--- src/hdl/lkos_pkg.sv ---
// ============================================================================
// lkos_pkg
// Shared types, codes and helpers for the looping keyframe offset sampler.
// ============================================================================
package lkos_pkg;

    // Request codes
    localparam logic REQ_WRITE = 1'b0;
    localparam logic REQ_QUERY = 1'b1;

    // Configuration register indexes
    localparam int unsigned CFG_IDX_W  = 2;
    localparam int unsigned CFG_DATA_W = 15;
    localparam logic [CFG_IDX_W-1:0] CFG_KEY_COUNT    = 2'd0;
    localparam logic [CFG_IDX_W-1:0] CFG_LOOP_MODE    = 2'd1;
    localparam logic [CFG_IDX_W-1:0] CFG_TOTAL_FRAMES = 2'd2;

    // Axis codes
    localparam logic [1:0] AX_X = 2'd0;
    localparam logic [1:0] AX_Y = 2'd1;
    localparam logic [1:0] AX_Z = 2'd2;

    // Rate arithmetic: Q1.16 rate, 1.0 is 2^16
    localparam int unsigned FRAC_BITS = 16;
    localparam int unsigned RATE_W    = FRAC_BITS + 1;
    localparam logic [RATE_W-1:0] RATE_ONE = 17'h10000;
    // signed width of rate numerator and denominator (loop span reaches ~98k)
    localparam int unsigned DIV_W     = 19;

    typedef struct packed {
        logic signed [31:0] x;
        logic signed [31:0] y;
        logic signed [31:0] z;
    } xyz_t;

    typedef struct packed {
        logic signed [15:0] frame;
        xyz_t               off;
    } key_t;

    typedef struct packed {
        logic signed [DIV_W-1:0] num;
        logic signed [DIV_W-1:0] den;
    } div_req_t;

    typedef struct packed {
        logic               req_type;
        logic [3:0]         key_slot;
        logic signed [15:0] key_frame_no;
        logic signed [31:0] key_off_x;
        logic signed [31:0] key_off_y;
        logic signed [31:0] key_off_z;
        logic signed [15:0] query_frame;
    } req_t;

    typedef struct packed {
        logic signed [31:0] out_x;
        logic signed [31:0] out_y;
        logic signed [31:0] out_z;
    } rsp_t;

    // Pick one axis of an offset
    function automatic logic signed [31:0] sel_axis(input xyz_t v, input logic [1:0] ax);
        logic signed [31:0] r;
        case (ax)
            AX_X:    r = v.x;
            AX_Y:    r = v.y;
            AX_Z:    r = v.z;
            default: r = v.x;
        endcase
        return r;
    endfunction

endpackage

--- src/hdl/lkos_key_store.sv ---
// ============================================================================
// lkos_key_store
// Keyframe table: one write port, one read port with registered read data.
// ============================================================================
module lkos_key_store #(
    parameter int DEPTH = 16,
    parameter int AW    = 4
) (
    input  logic                 clk,
    input  logic                 wr_en,
    input  logic [AW-1:0]        wr_addr,
    input  lkos_pkg::key_t       wr_key,
    input  logic                 rd_en,
    input  logic [AW-1:0]        rd_addr,
    output lkos_pkg::key_t       rd_key
);

    lkos_pkg::key_t mem [DEPTH];
    lkos_pkg::key_t rd_key_reg;

    // write port
    always_ff @(posedge clk)
    begin
        if (wr_en)
        begin
            mem[wr_addr] <= wr_key;
        end
    end

    // read port, registered read data
    always_ff @(posedge clk)
    begin
        if (rd_en)
        begin
            rd_key_reg <= mem[rd_addr];
        end
    end

    assign rd_key = rd_key_reg;

endmodule

--- src/hdl/lkos_rate_div.sv ---
// ============================================================================
// lkos_rate_div
// Q1.16 rate num/den clamped to [0,1]; restoring divider, one bit per cycle.
// ============================================================================
module lkos_rate_div (
    input  logic                            clk,
    input  logic                            rst_n,
    input  logic                            start,
    input  lkos_pkg::div_req_t              req,
    output logic                            done,
    output logic [lkos_pkg::RATE_W-1:0]     rate
);

    localparam int unsigned UW = lkos_pkg::DIV_W - 1;    // unsigned magnitude width
    localparam int unsigned CW = $clog2(lkos_pkg::FRAC_BITS + 1);

    logic                               busy_reg, busy_next;
    logic                               done_reg, done_next;
    logic [CW-1:0]                      cnt_reg, cnt_next;
    logic [UW-1:0]                      rem_reg, rem_next;
    logic [UW-1:0]                      den_reg, den_next;
    logic [lkos_pkg::RATE_W-1:0]        rate_reg, rate_next;
    logic [UW:0]                        trial;
    logic [UW:0]                        diff;

    // one quotient bit: shift remainder, try subtract
    assign trial = {rem_reg, 1'b0};
    assign diff  = trial - {1'b0, den_reg};

    always_comb
    begin
        busy_next = busy_reg;
        done_next = 1'b0;
        cnt_next  = cnt_reg;
        rem_next  = rem_reg;
        den_next  = den_reg;
        rate_next = rate_reg;
        if (start)
        begin
            den_next = req.den[UW-1:0];
            rem_next = req.num[UW-1:0];
            cnt_next = CW'(lkos_pkg::FRAC_BITS);
            if (req.num <= 0 || req.den <= 0)
            begin
                rate_next = '0;
                done_next = 1'b1;
            end
            else if (req.num >= req.den)
            begin
                rate_next = lkos_pkg::RATE_ONE;
                done_next = 1'b1;
            end
            else
            begin
                rate_next = '0;
                busy_next = 1'b1;
            end
        end
        else if (busy_reg)
        begin
            if (!diff[UW])
            begin
                rem_next  = diff[UW-1:0];
                rate_next = {rate_reg[lkos_pkg::RATE_W-2:0], 1'b1};
            end
            else
            begin
                rem_next  = trial[UW-1:0];
                rate_next = {rate_reg[lkos_pkg::RATE_W-2:0], 1'b0};
            end
            cnt_next = cnt_reg - CW'(1);
            if (cnt_reg == CW'(1))
            begin
                busy_next = 1'b0;
                done_next = 1'b1;
            end
        end
    end

    // control state
    always_ff @(posedge clk or negedge rst_n)
    begin
        if (!rst_n)
        begin
            busy_reg <= 1'b0;
            done_reg <= 1'b0;
            cnt_reg  <= '0;
        end
        else
        begin
            busy_reg <= busy_next;
            done_reg <= done_next;
            cnt_reg  <= cnt_next;
        end
    end

    // datapath
    always_ff @(posedge clk)
    begin
        rem_reg  <= rem_next;
        den_reg  <= den_next;
        rate_reg <= rate_next;
    end

    assign done = done_reg;
    assign rate = rate_reg;

endmodule

--- src/hdl/lkos_blend.sv ---
// ============================================================================
// lkos_blend
// a + trunc((b - a) * rate / 2^16) per axis; one shared multiplier, three
// stages (difference, product, sum), axes issued on successive cycles.
// ============================================================================
module lkos_blend (
    input  logic                            clk,
    input  logic                            rst_n,
    input  logic                            start,
    input  lkos_pkg::xyz_t                  a,
    input  lkos_pkg::xyz_t                  b,
    input  logic [lkos_pkg::RATE_W-1:0]     rate,
    output logic                            done,
    output lkos_pkg::xyz_t                  res
);

    localparam int unsigned PW = 33 + lkos_pkg::RATE_W;

    logic               run_reg, run_next;
    logic [1:0]         cnt_reg, cnt_next;
    logic               v0_reg, v1_reg, done_reg;
    logic [1:0]         ax0_reg, ax1_reg;
    logic               neg0_reg, neg1_reg;
    logic [32:0]        mag_reg;
    logic [32:0]        part_reg;
    lkos_pkg::xyz_t     res_reg;

    logic signed [31:0] a_s0, b_s0, a_s2;
    logic signed [32:0] diff;
    logic [PW-1:0]      prod;
    logic [32:0]        a_ext, sum;

    // axis issue counter
    always_comb
    begin
        run_next = run_reg;
        cnt_next = cnt_reg;
        if (start)
        begin
            run_next = 1'b1;
            cnt_next = lkos_pkg::AX_X;
        end
        else if (run_reg)
        begin
            cnt_next = cnt_reg + 2'd1;
            if (cnt_reg == lkos_pkg::AX_Z)
            begin
                run_next = 1'b0;
            end
        end
    end

    always_ff @(posedge clk or negedge rst_n)
    begin
        if (!rst_n)
        begin
            run_reg  <= 1'b0;
            cnt_reg  <= '0;
            v0_reg   <= 1'b0;
            v1_reg   <= 1'b0;
            done_reg <= 1'b0;
        end
        else
        begin
            run_reg  <= run_next;
            cnt_reg  <= cnt_next;
            v0_reg   <= run_reg;
            v1_reg   <= v0_reg;
            done_reg <= v1_reg && (ax1_reg == lkos_pkg::AX_Z);
        end
    end

    // stage 0: signed difference, split into sign and magnitude
    assign a_s0 = lkos_pkg::sel_axis(a, cnt_reg);
    assign b_s0 = lkos_pkg::sel_axis(b, cnt_reg);
    assign diff = {b_s0[31], b_s0} - {a_s0[31], a_s0};

    // stage 1: magnitude times rate
    assign prod = PW'(mag_reg) * PW'(rate);

    // stage 2: move a toward b
    assign a_s2  = lkos_pkg::sel_axis(a, ax1_reg);
    assign a_ext = {a_s2[31], a_s2};
    assign sum   = neg1_reg ? (a_ext - part_reg) : (a_ext + part_reg);

    always_ff @(posedge clk)
    begin
        ax0_reg  <= cnt_reg;
        neg0_reg <= diff[32];
        mag_reg  <= diff[32] ? 33'(-diff) : 33'(diff);
        ax1_reg  <= ax0_reg;
        neg1_reg <= neg0_reg;
        part_reg <= prod[lkos_pkg::FRAC_BITS +: 33];
        if (v1_reg)
        begin
            case (ax1_reg)
                lkos_pkg::AX_X: res_reg.x <= sum[31:0];
                lkos_pkg::AX_Y: res_reg.y <= sum[31:0];
                lkos_pkg::AX_Z: res_reg.z <= sum[31:0];
                default:        res_reg.x <= res_reg.x;
            endcase
        end
    end

    assign done = done_reg;
    assign res  = res_reg;

endmodule

--- src/hdl/looping_keyframe_offset_sampler_top.sv ---
// ============================================================================
// looping_keyframe_offset_sampler_top
// Keyframe table with a scanning query engine: finds the bracketing keys,
// divides out a Q1.16 rate and blends the three offset axes.
// ============================================================================
//
//  channel | signals                          | beat
//  --------+----------------------------------+---------------------------------
//  req     | req_valid/req_ready, req_data    | key write or offset query
//  rsp     | rsp_valid/rsp_ready, rsp_data    | one offset per query
//  cfg     | cfg_valid/cfg_ready, cfg_index,  | register write, always ready
//          | cfg_data                         |
//
//  A query scans the key table (one table read per cycle) until it finds the
//  bracketing keys, then runs the rate divider and then the shared blend
//  multiplier over the three axes.
//  One request is in flight at a time; a finished offset sits in the output
//  register while the next request is taken. Reset clears control and sets the
//  configuration registers to their defaults; the key table is not cleared.
//
module looping_keyframe_offset_sampler_top #(
    parameter int MAX_KEYS = 16
) (
    input  logic                                clk,
    input  logic                                rst_n,
    input  logic                                req_valid,
    output logic                                req_ready,
    input  lkos_pkg::req_t                      req_data,
    output logic                                rsp_valid,
    input  logic                                rsp_ready,
    output lkos_pkg::rsp_t                      rsp_data,
    input  logic                                cfg_valid,
    output logic                                cfg_ready,
    input  logic [lkos_pkg::CFG_IDX_W-1:0]      cfg_index,
    input  logic [lkos_pkg::CFG_DATA_W-1:0]     cfg_data
);

    localparam int AW = (MAX_KEYS > 1) ? $clog2(MAX_KEYS) : 1;
    localparam int NW = $clog2(MAX_KEYS + 1);
    localparam int DW = lkos_pkg::DIV_W;

    typedef enum logic [5:0] {
        ST_IDLE  = 6'b000001,
        ST_SCAN  = 6'b000010,
        ST_SETUP = 6'b000100,
        ST_DIV   = 6'b001000,
        ST_BLEND = 6'b010000,
        ST_OUT   = 6'b100000
    } state_t;

    state_t                 state_reg, state_next;

    // configuration
    logic [4:0]             key_count_reg;
    logic                   loop_mode_reg;
    logic [14:0]            total_frames_reg;
    logic [NW-1:0]          n_keys;

    // query context
    logic signed [15:0]     qframe_reg;
    logic                   zero_reg;
    logic                   prev_vld_reg, next_vld_reg;
    lkos_pkg::key_t         prev_key_reg, next_key_reg, first_key_reg;
    lkos_pkg::xyz_t         a_reg, b_reg, a_next, b_next;

    // scan control
    logic [NW-1:0]          issue_reg;
    logic                   rd_vld_reg;
    logic [AW-1:0]          rd_idx_reg;
    logic                   issue, scan_hit, scan_last, scan_done;

    // table ports
    logic                   wr_en;
    logic [31:0]            slot_w;
    lkos_pkg::key_t         wr_key, rd_key;

    // accepted request
    logic                   req_fire, query_fire;

    // rate and blend
    lkos_pkg::div_req_t     div_req;
    logic                   div_done;
    logic [lkos_pkg::RATE_W-1:0] rate;
    logic                   blend_start, blend_done;
    lkos_pkg::xyz_t         blend_res;

    // output register
    logic                   rsp_valid_reg, rsp_valid_next;
    lkos_pkg::rsp_t         rsp_data_reg;
    logic                   rsp_load;

    // setup scratch
    logic signed [DW-1:0]   tf_eff, span;

    assign req_ready  = (state_reg == ST_IDLE);
    assign req_fire   = req_valid && req_ready;
    assign query_fire = req_fire && (req_data.req_type == lkos_pkg::REQ_QUERY);
    assign cfg_ready  = 1'b1;

    // key count limited to table depth
    always_comb
    begin
        if (32'(key_count_reg) > 32'(MAX_KEYS))
        begin
            n_keys = NW'(MAX_KEYS);
        end
        else
        begin
            n_keys = NW'(key_count_reg);
        end
    end

    // configuration writes
    always_ff @(posedge clk or negedge rst_n)
    begin
        if (!rst_n)
        begin
            key_count_reg    <= '0;
            loop_mode_reg    <= 1'b0;
            total_frames_reg <= 15'd1;
        end
        else if (cfg_valid && cfg_ready)
        begin
            case (cfg_index)
                lkos_pkg::CFG_KEY_COUNT:    key_count_reg    <= cfg_data[4:0];
                lkos_pkg::CFG_LOOP_MODE:    loop_mode_reg    <= cfg_data[0];
                lkos_pkg::CFG_TOTAL_FRAMES: total_frames_reg <= cfg_data[14:0];
                default:                    key_count_reg    <= key_count_reg;
            endcase
        end
    end

    // key write path
    assign slot_w = 32'(req_data.key_slot);
    assign wr_en  = req_fire && (req_data.req_type == lkos_pkg::REQ_WRITE)
                    && (slot_w < 32'(MAX_KEYS));
    assign wr_key = '{frame: req_data.key_frame_no,
                      off:   '{x: req_data.key_off_x,
                               y: req_data.key_off_y,
                               z: req_data.key_off_z}};

    lkos_key_store #(
        .DEPTH (MAX_KEYS),
        .AW    (AW)
    ) u_key_store (
        .clk     (clk),
        .wr_en   (wr_en),
        .wr_addr (slot_w[AW-1:0]),
        .wr_key  (wr_key),
        .rd_en   (issue),
        .rd_addr (issue_reg[AW-1:0]),
        .rd_key  (rd_key)
    );

    // scan: one read issued per cycle, returned entry checked once the registered read data arrives
    assign scan_hit  = rd_vld_reg && (rd_key.frame >= qframe_reg);
    assign scan_last = rd_vld_reg && ((NW'(rd_idx_reg) + NW'(1)) == n_keys);
    assign scan_done = scan_hit || scan_last;
    assign issue     = (state_reg == ST_SCAN) && (issue_reg < n_keys) && !scan_done;

    always_ff @(posedge clk or negedge rst_n)
    begin
        if (!rst_n)
        begin
            issue_reg    <= '0;
            rd_vld_reg   <= 1'b0;
            prev_vld_reg <= 1'b0;
            next_vld_reg <= 1'b0;
            zero_reg     <= 1'b0;
        end
        else
        begin
            rd_vld_reg <= issue;
            if (query_fire)
            begin
                issue_reg    <= '0;
                prev_vld_reg <= 1'b0;
                next_vld_reg <= 1'b0;
                zero_reg     <= (n_keys == '0) || (req_data.query_frame < 0);
            end
            else
            begin
                if (issue)
                begin
                    issue_reg <= issue_reg + NW'(1);
                end
                if ((state_reg == ST_SCAN) && rd_vld_reg)
                begin
                    if (rd_key.frame <= qframe_reg)
                    begin
                        prev_vld_reg <= 1'b1;
                    end
                    if (scan_hit)
                    begin
                        next_vld_reg <= 1'b1;
                    end
                end
            end
        end
    end

    // captured keys and query frame
    always_ff @(posedge clk)
    begin
        if (query_fire)
        begin
            qframe_reg <= req_data.query_frame;
        end
        if (issue)
        begin
            rd_idx_reg <= issue_reg[AW-1:0];
        end
        if ((state_reg == ST_SCAN) && rd_vld_reg)
        begin
            if (rd_key.frame <= qframe_reg)
            begin
                prev_key_reg <= rd_key;
            end
            if (scan_hit)
            begin
                next_key_reg <= rd_key;
            end
            if (rd_idx_reg == '0)
            begin
                first_key_reg <= rd_key;
            end
        end
        if (state_reg == ST_SETUP)
        begin
            a_reg <= a_next;
            b_reg <= b_next;
        end
    end

    // setup: pick endpoints and rate operands from the scan outcome
    assign tf_eff = (total_frames_reg == '0) ? DW'(1) : $signed(DW'(total_frames_reg));
    assign span   = tf_eff - DW'(prev_key_reg.frame) + DW'(first_key_reg.frame);

    always_comb
    begin
        a_next      = '0;
        b_next      = '0;
        div_req.num = '0;
        div_req.den = '0;
        if (zero_reg)
        begin
            a_next = '0;
        end
        else if (!prev_vld_reg && next_vld_reg)
        begin
            // before the first key: rise from zero
            if (next_key_reg.frame <= 0)
            begin
                a_next = next_key_reg.off;
            end
            else
            begin
                b_next      = next_key_reg.off;
                div_req.num = DW'(qframe_reg);
                div_req.den = DW'(next_key_reg.frame);
            end
        end
        else if (prev_vld_reg && !next_vld_reg)
        begin
            // past the last key: wrap toward key 0 or hold
            a_next = prev_key_reg.off;
            if (loop_mode_reg && (span > 0))
            begin
                b_next      = first_key_reg.off;
                div_req.num = DW'(qframe_reg) - DW'(prev_key_reg.frame);
                div_req.den = span;
            end
        end
        else if (prev_vld_reg)
        begin
            a_next = prev_key_reg.off;
            if (prev_key_reg.frame != next_key_reg.frame)
            begin
                b_next      = next_key_reg.off;
                div_req.num = DW'(qframe_reg) - DW'(prev_key_reg.frame);
                div_req.den = DW'(next_key_reg.frame) - DW'(prev_key_reg.frame);
            end
        end
    end

    lkos_rate_div u_rate_div (
        .clk   (clk),
        .rst_n (rst_n),
        .start (state_reg == ST_SETUP),
        .req   (div_req),
        .done  (div_done),
        .rate  (rate)
    );

    assign blend_start = (state_reg == ST_DIV) && div_done;

    lkos_blend u_blend (
        .clk   (clk),
        .rst_n (rst_n),
        .start (blend_start),
        .a     (a_reg),
        .b     (b_reg),
        .rate  (rate),
        .done  (blend_done),
        .res   (blend_res)
    );

    // sequencer
    always_comb
    begin
        state_next = state_reg;
        case (state_reg)
            ST_IDLE:
            begin
                if (query_fire)
                begin
                    if ((n_keys == '0) || (req_data.query_frame < 0))
                    begin
                        state_next = ST_SETUP;
                    end
                    else
                    begin
                        state_next = ST_SCAN;
                    end
                end
            end
            ST_SCAN:
            begin
                if (scan_done)
                begin
                    state_next = ST_SETUP;
                end
            end
            ST_SETUP: state_next = ST_DIV;
            ST_DIV:
            begin
                if (div_done)
                begin
                    state_next = ST_BLEND;
                end
            end
            ST_BLEND:
            begin
                if (blend_done)
                begin
                    state_next = ST_OUT;
                end
            end
            ST_OUT:
            begin
                if (rsp_load)
                begin
                    state_next = ST_IDLE;
                end
            end
            default: state_next = ST_IDLE;
        endcase
    end

    always_ff @(posedge clk or negedge rst_n)
    begin
        if (!rst_n)
        begin
            state_reg <= ST_IDLE;
        end
        else
        begin
            state_reg <= state_next;
        end
    end

    // output register
    assign rsp_load = (state_reg == ST_OUT) && (!rsp_valid_reg || rsp_ready);

    always_comb
    begin
        rsp_valid_next = rsp_valid_reg;
        if (rsp_load)
        begin
            rsp_valid_next = 1'b1;
        end
        else if (rsp_ready)
        begin
            rsp_valid_next = 1'b0;
        end
    end

    always_ff @(posedge clk or negedge rst_n)
    begin
        if (!rst_n)
        begin
            rsp_valid_reg <= 1'b0;
        end
        else
        begin
            rsp_valid_reg <= rsp_valid_next;
        end
    end

    always_ff @(posedge clk)
    begin
        if (rsp_load)
        begin
            rsp_data_reg <= '{out_x: blend_res.x, out_y: blend_res.y, out_z: blend_res.z};
        end
    end

    assign rsp_valid = rsp_valid_reg;
    assign rsp_data  = rsp_data_reg;

    // checks
    a_query_blocks: assert property (@(posedge clk) disable iff (!rst_n)
        query_fire |=> !req_ready)
        else $error("request taken while a query is in flight");

    a_div_in_div: assert property (@(posedge clk) disable iff (!rst_n)
        div_done |-> (state_reg == ST_DIV))
        else $error("rate divider finished outside its wait state");

    a_blend_in_blend: assert property (@(posedge clk) disable iff (!rst_n)
        blend_done |-> (state_reg == ST_BLEND))
        else $error("blend finished outside its wait state");

    a_rsp_from_out: assert property (@(posedge clk) disable iff (!rst_n)
        $rose(rsp_valid) |-> $past(state_reg == ST_OUT))
        else $error("response raised without a finished query");

endmodule
--- config.mk ---
export PLATFORM = sky130hd
export DESIGN_NAME = looping_keyframe_offset_sampler_top
export DESIGN_NICKNAME = d
export VERILOG_FILES = /design/src/hdl/lkos_pkg.sv /design/src/hdl/lkos_key_store.sv /design/src/hdl/lkos_rate_div.sv /design/src/hdl/lkos_blend.sv /design/src/hdl/looping_keyframe_offset_sampler_top.sv
export SDC_FILE = /design/constraint.sdc
export NUM_CORES = 2
export LEC_CHECK = 0
export BUFFER_PORTS_ARGS = -buffer_cell sky130_fd_sc_hd__buf_4
export CAP_MARGIN = 5
export CORE_ASPECT_RATIO = 1.1
export CORE_MARGIN = 2
export CORE_UTILIZATION = 60
export CTS_BUF_LIST = sky130_fd_sc_hd__clkbuf_8
export DETAILED_ROUTE_END_ITERATION = 10
export PLACE_DENSITY = 0.82
export REMOVE_ABC_BUFFERS = 1
export SYNTH_ARGS = -nofsm -noshare
export SYNTH_HDL_FRONTEND = slang
export SYNTH_SLANG_ARGS = --single-unit
--- constraint.sdc ---
create_clock -name clk -period 25.4 [get_ports clk]
set_clock_uncertainty 0.1 [all_clocks]
set_input_delay 6.35 -clock clk [delete_from_list [all_inputs] [get_ports clk]]
set_output_delay 6.35 -clock clk [all_outputs]
set_load 0.01 [all_outputs]
==> impl_metrics.toml <==
[synthesis]
ys.flop_type = "edfxtp_1"
netlist_area_pre_place_mm2 = 0.129
number_of_enable_flip_flop_cells_after_synthesis = 2697
synthCells = 7914
count_of_state_elements_after_synthesis = 2818
seq_area_frac_synth_pct = 64.6
synth.lib_cells_used.distinct = 91
ys_async_sr_fraction_pct = 1.77
yosys_warnings = 0
mean_instance_size_in_the_synthesized_netlist_um2 = 16.4

[routing]
detail_route.wirelength_um = 312000
detailedRoute.firstIterationViolations = 8487
dr_total_vias = 72800
ant_nets = 0
wl_per_cell_um = 27.1
drc_errors = 0
routed_vias_inst = 6.32
drt-pass1-iter-count = 7

[clock_network]
numClockSinks = 2818
insertion_delay_ns = 1.13
clkTransAtPathRegs_ns = 0.07
maximum_clock_insertion_buffer_count = 4
cts_hold_repair.buffers = 0
cts-root-buf = "clkbuf_8"
ctsResizeCount = 0
cts_setup_buffers = 0
h_tree_levels = 5
cts_made_buffers = 420
tritoncts = "built"

[floorplan]
floorplan.die_area_mm2 = 0.220
die_height_um = 491
initial_utilization_pct = 60.4
rows = 178
core_region_area_mm2 = 0.214
floorplan.die.width_um = 447
design.portCount = 254

[timing]
slew_viol_final = 0
maximum_clock_frequency_ghz = 0.108
grt_setup_unrepaired = "no"
hold_violations = 0
min_setup_slack_post_route_ns = 16.16
tns_ns = 0
relSlewSlack_pct = 14.1
worst_slew_pin_slew_ns = 1.29
min_period_ns = 9.24
timing.final.setup_violations = 0
period_share_pct = 36.4

[final_layout]
drive_gt1_share_pct = 17.7
most-common-layout-cells = "2697 x edfxtp_1, 790 x inv_1, 654 x nand2_1"
regMostFlops = "u_key_store.mem"
largest_reg_flops = 1792
area.growth.synth_to_final_pct = 9.89
design.final.nets = 9235
mostFrequentLayoutCell = "edfxtp_1"

[setup_path]
worst-setup-path-type = "input port to flop"
critPathCaptureType = "flop"
critical_path.most_common_cell = "buf_4"
data_required_time_of_the_worst_path_ns = 25.97
cpLargestDelayFamily = "simple AND/OR/NAND/NOR gates"
cpPeakStageDelay_ns = 0.99
worst-path-stages = 5
critical_path.slowest_cell = "nor2_4"
cp-start-kind = "input port"
maximum_fanout_along_the_worst_path = 48
critical_path.n_buffers_inverters = 3
critPathArrivalTime_ns = 9.81
rr_worst_depth = 21
worstPathCellList = "buf_4, or4_1, nor2_4, buf_4, buf_4"

[hold_path]
timing.hold.worst_path_depth = 0
class_of_the_tightest_hold_or_removal_check = "flop to flop"

[placement]
dpl.hpwl_um = 200000
dp_worst_setup_slack_ns = 15.06
gp_congestion = 0.912
io_buffers = 252

[job]
cap_violations = 0

[grt]
grt_start_max_net_pins = 135
grt_util_all_layers_pct = 28.7
via_count_of_the_first_global_routing_pass = 75200
grt_overflow_total = 0
initial_antenna_violation_count = 41
grt_pass1_wl_um = 467000

[run_status]
status = "completed"
-- logic make-up (layout without fill, tap and decap cells) --
logic type | count (synthesis) | in the layout | share of synthesized area [%]
other | 1 | 21 | 0.00290
AO/OA/AOI/OAI | 1072 | 1072 | 5.60
AND/OR/NAND/NOR | 1400 | 1400 | 5.00
buffers and inverters | 1041 | 1760 | 3.02
multiplexers | 609 | 609 | 10.2
adder cells (fa/ha/maj) | 773 | 773 | 10.3
XOR/XNOR | 200 | 200 | 1.35
flip-flops | 2818 | 2818 | 64.6
-- worst register-to-register path: cells and delay by family, from the launching register on --
kind / cells / cell delay [ns]
fa+ha+maj: 7 / 3.43
compound gates: 10 / 3.28
flops: 1 / 0.85
simple gates: 1 / 0.18
buf+inv: 3 / 0.15
-- synth_stat cells, drive strengths merged, types with 7 or more instances --
cell type / instances / share of area (%)
or3: 19 / 0.092
mux4: 560 / 9.7
o21a: 46 / 0.27
edfxtp: 2697 / 63
nor4: 25 / 0.13
nand3: 52 / 0.20
a21oi: 317 / 1.2
nand2b: 33 / 0.16
nor2b: 37 / 0.18
nor2: 249 / 0.72
o21bai: 14 / 0.081
xor2: 51 / 0.34
mux2i: 18 / 0.14
ha: 292 / 2.8
a22oi: 104 / 0.60
a31oi: 26 / 0.13
a41oi: 8 / 0.054
o211ai: 10 / 0.058
a2111oi: 9 / 0.061
buf: 66 / 0.20
dfrtp: 48 / 0.93
xnor2: 149 / 1.0
mux2: 31 / 0.27
o31ai: 21 / 0.12
a211o: 7 / 0.047
o21ai: 145 / 0.56
dfxtp: 71 / 1.1
a221oi: 8 / 0.059
or4: 16 / 0.099
inv: 654 / 1.9
fa: 481 / 7.4
nand4: 21 / 0.10
a22o: 152 / 1.0
and2: 175 / 0.85
or2: 11 / 0.053
and3: 16 / 0.077
o31a: 10 / 0.068
clkbuf: 319 / 0.92
a21boi: 7 / 0.041
nor3b: 8 / 0.046
nor3: 56 / 0.22
a21o: 112 / 0.65
a211oi: 21 / 0.12
nand2: 655 / 1.9
-- worst paths after layout --
check | from | endpoint | slack, ns
worst max-delay path | req_data[132] | u_key_store.mem[1][29]$_DFFE_PP_ | 16.16
worst min-delay path | u_blend.neg0_reg$_DFF_P_ | u_blend.neg1_reg$_DFF_P_ | 0.20
worst max register to register | u_blend.mag_reg[15]$_DFF_P_ | u_blend.part_reg[28]$_DFF_P_ | 17.30
worst min register to register | u_blend.neg0_reg$_DFF_P_ | u_blend.neg1_reg$_DFF_P_ | 0.20
max in group asynchronous | rst_n | issue_reg[0]$_DFFE_PN0P_ | 19.43
min in group asynchronous | rst_n | u_blend.run_reg$_DFF_PN0_ | 5.23
-- per-layer routing --
| layer | part of all wire, % | routed length (um) | vias up | global-route usage [%] |
|---|---|---|---|---|
| met4 | 4.3 | 13300 | 28 | 12.0 |
| met1 | 36 | 112000 | 37300 | 37.0 |
| met2 | 51 | 158000 | 4150 | 48.1 |
| met5 | 0.060 | 186 | - | 0 |
| met3 | 9.1 | 28600 | 792 | 5.60 |
| li1 | - | - | 30600 | - |
-- metrics by stage --
| step | cell area [um2] | instances | utilization, % | hold WS (ns) |
|---|---|---|---|---|
| global placement | 135000 | 10800 | 62.8 | 0.210 |
| global route | 142000 | 11500 | 66.4 | 0.229 |
| detailed placement | 135000 | 10800 | 62.8 | 0.212 |
| floorplan | 128000 | 7529 | - | 0.210 |
| finish | 142000 | 11500 | 66.4 | 0.201 |
| CTS | 142000 | 11500 | 66.4 | 0.199 |
-- final cells by class --
class | instances | area [um2]
flip-flops and latches | 2818 | 83700
fillers | 13700 | 72000
multi-input cells | 4055 | 42100
clock buffers | 424 | 5840
well taps | 2880 | 3600
repair buffers | 356 | 2760
inverters | 656 | 2470
clock inverters | 324 | 1760
diodes | 20 | 50.0
Power is not shown: default switching activity piles up to over one toggle a cycle in this logic, so the estimate is an artifact.
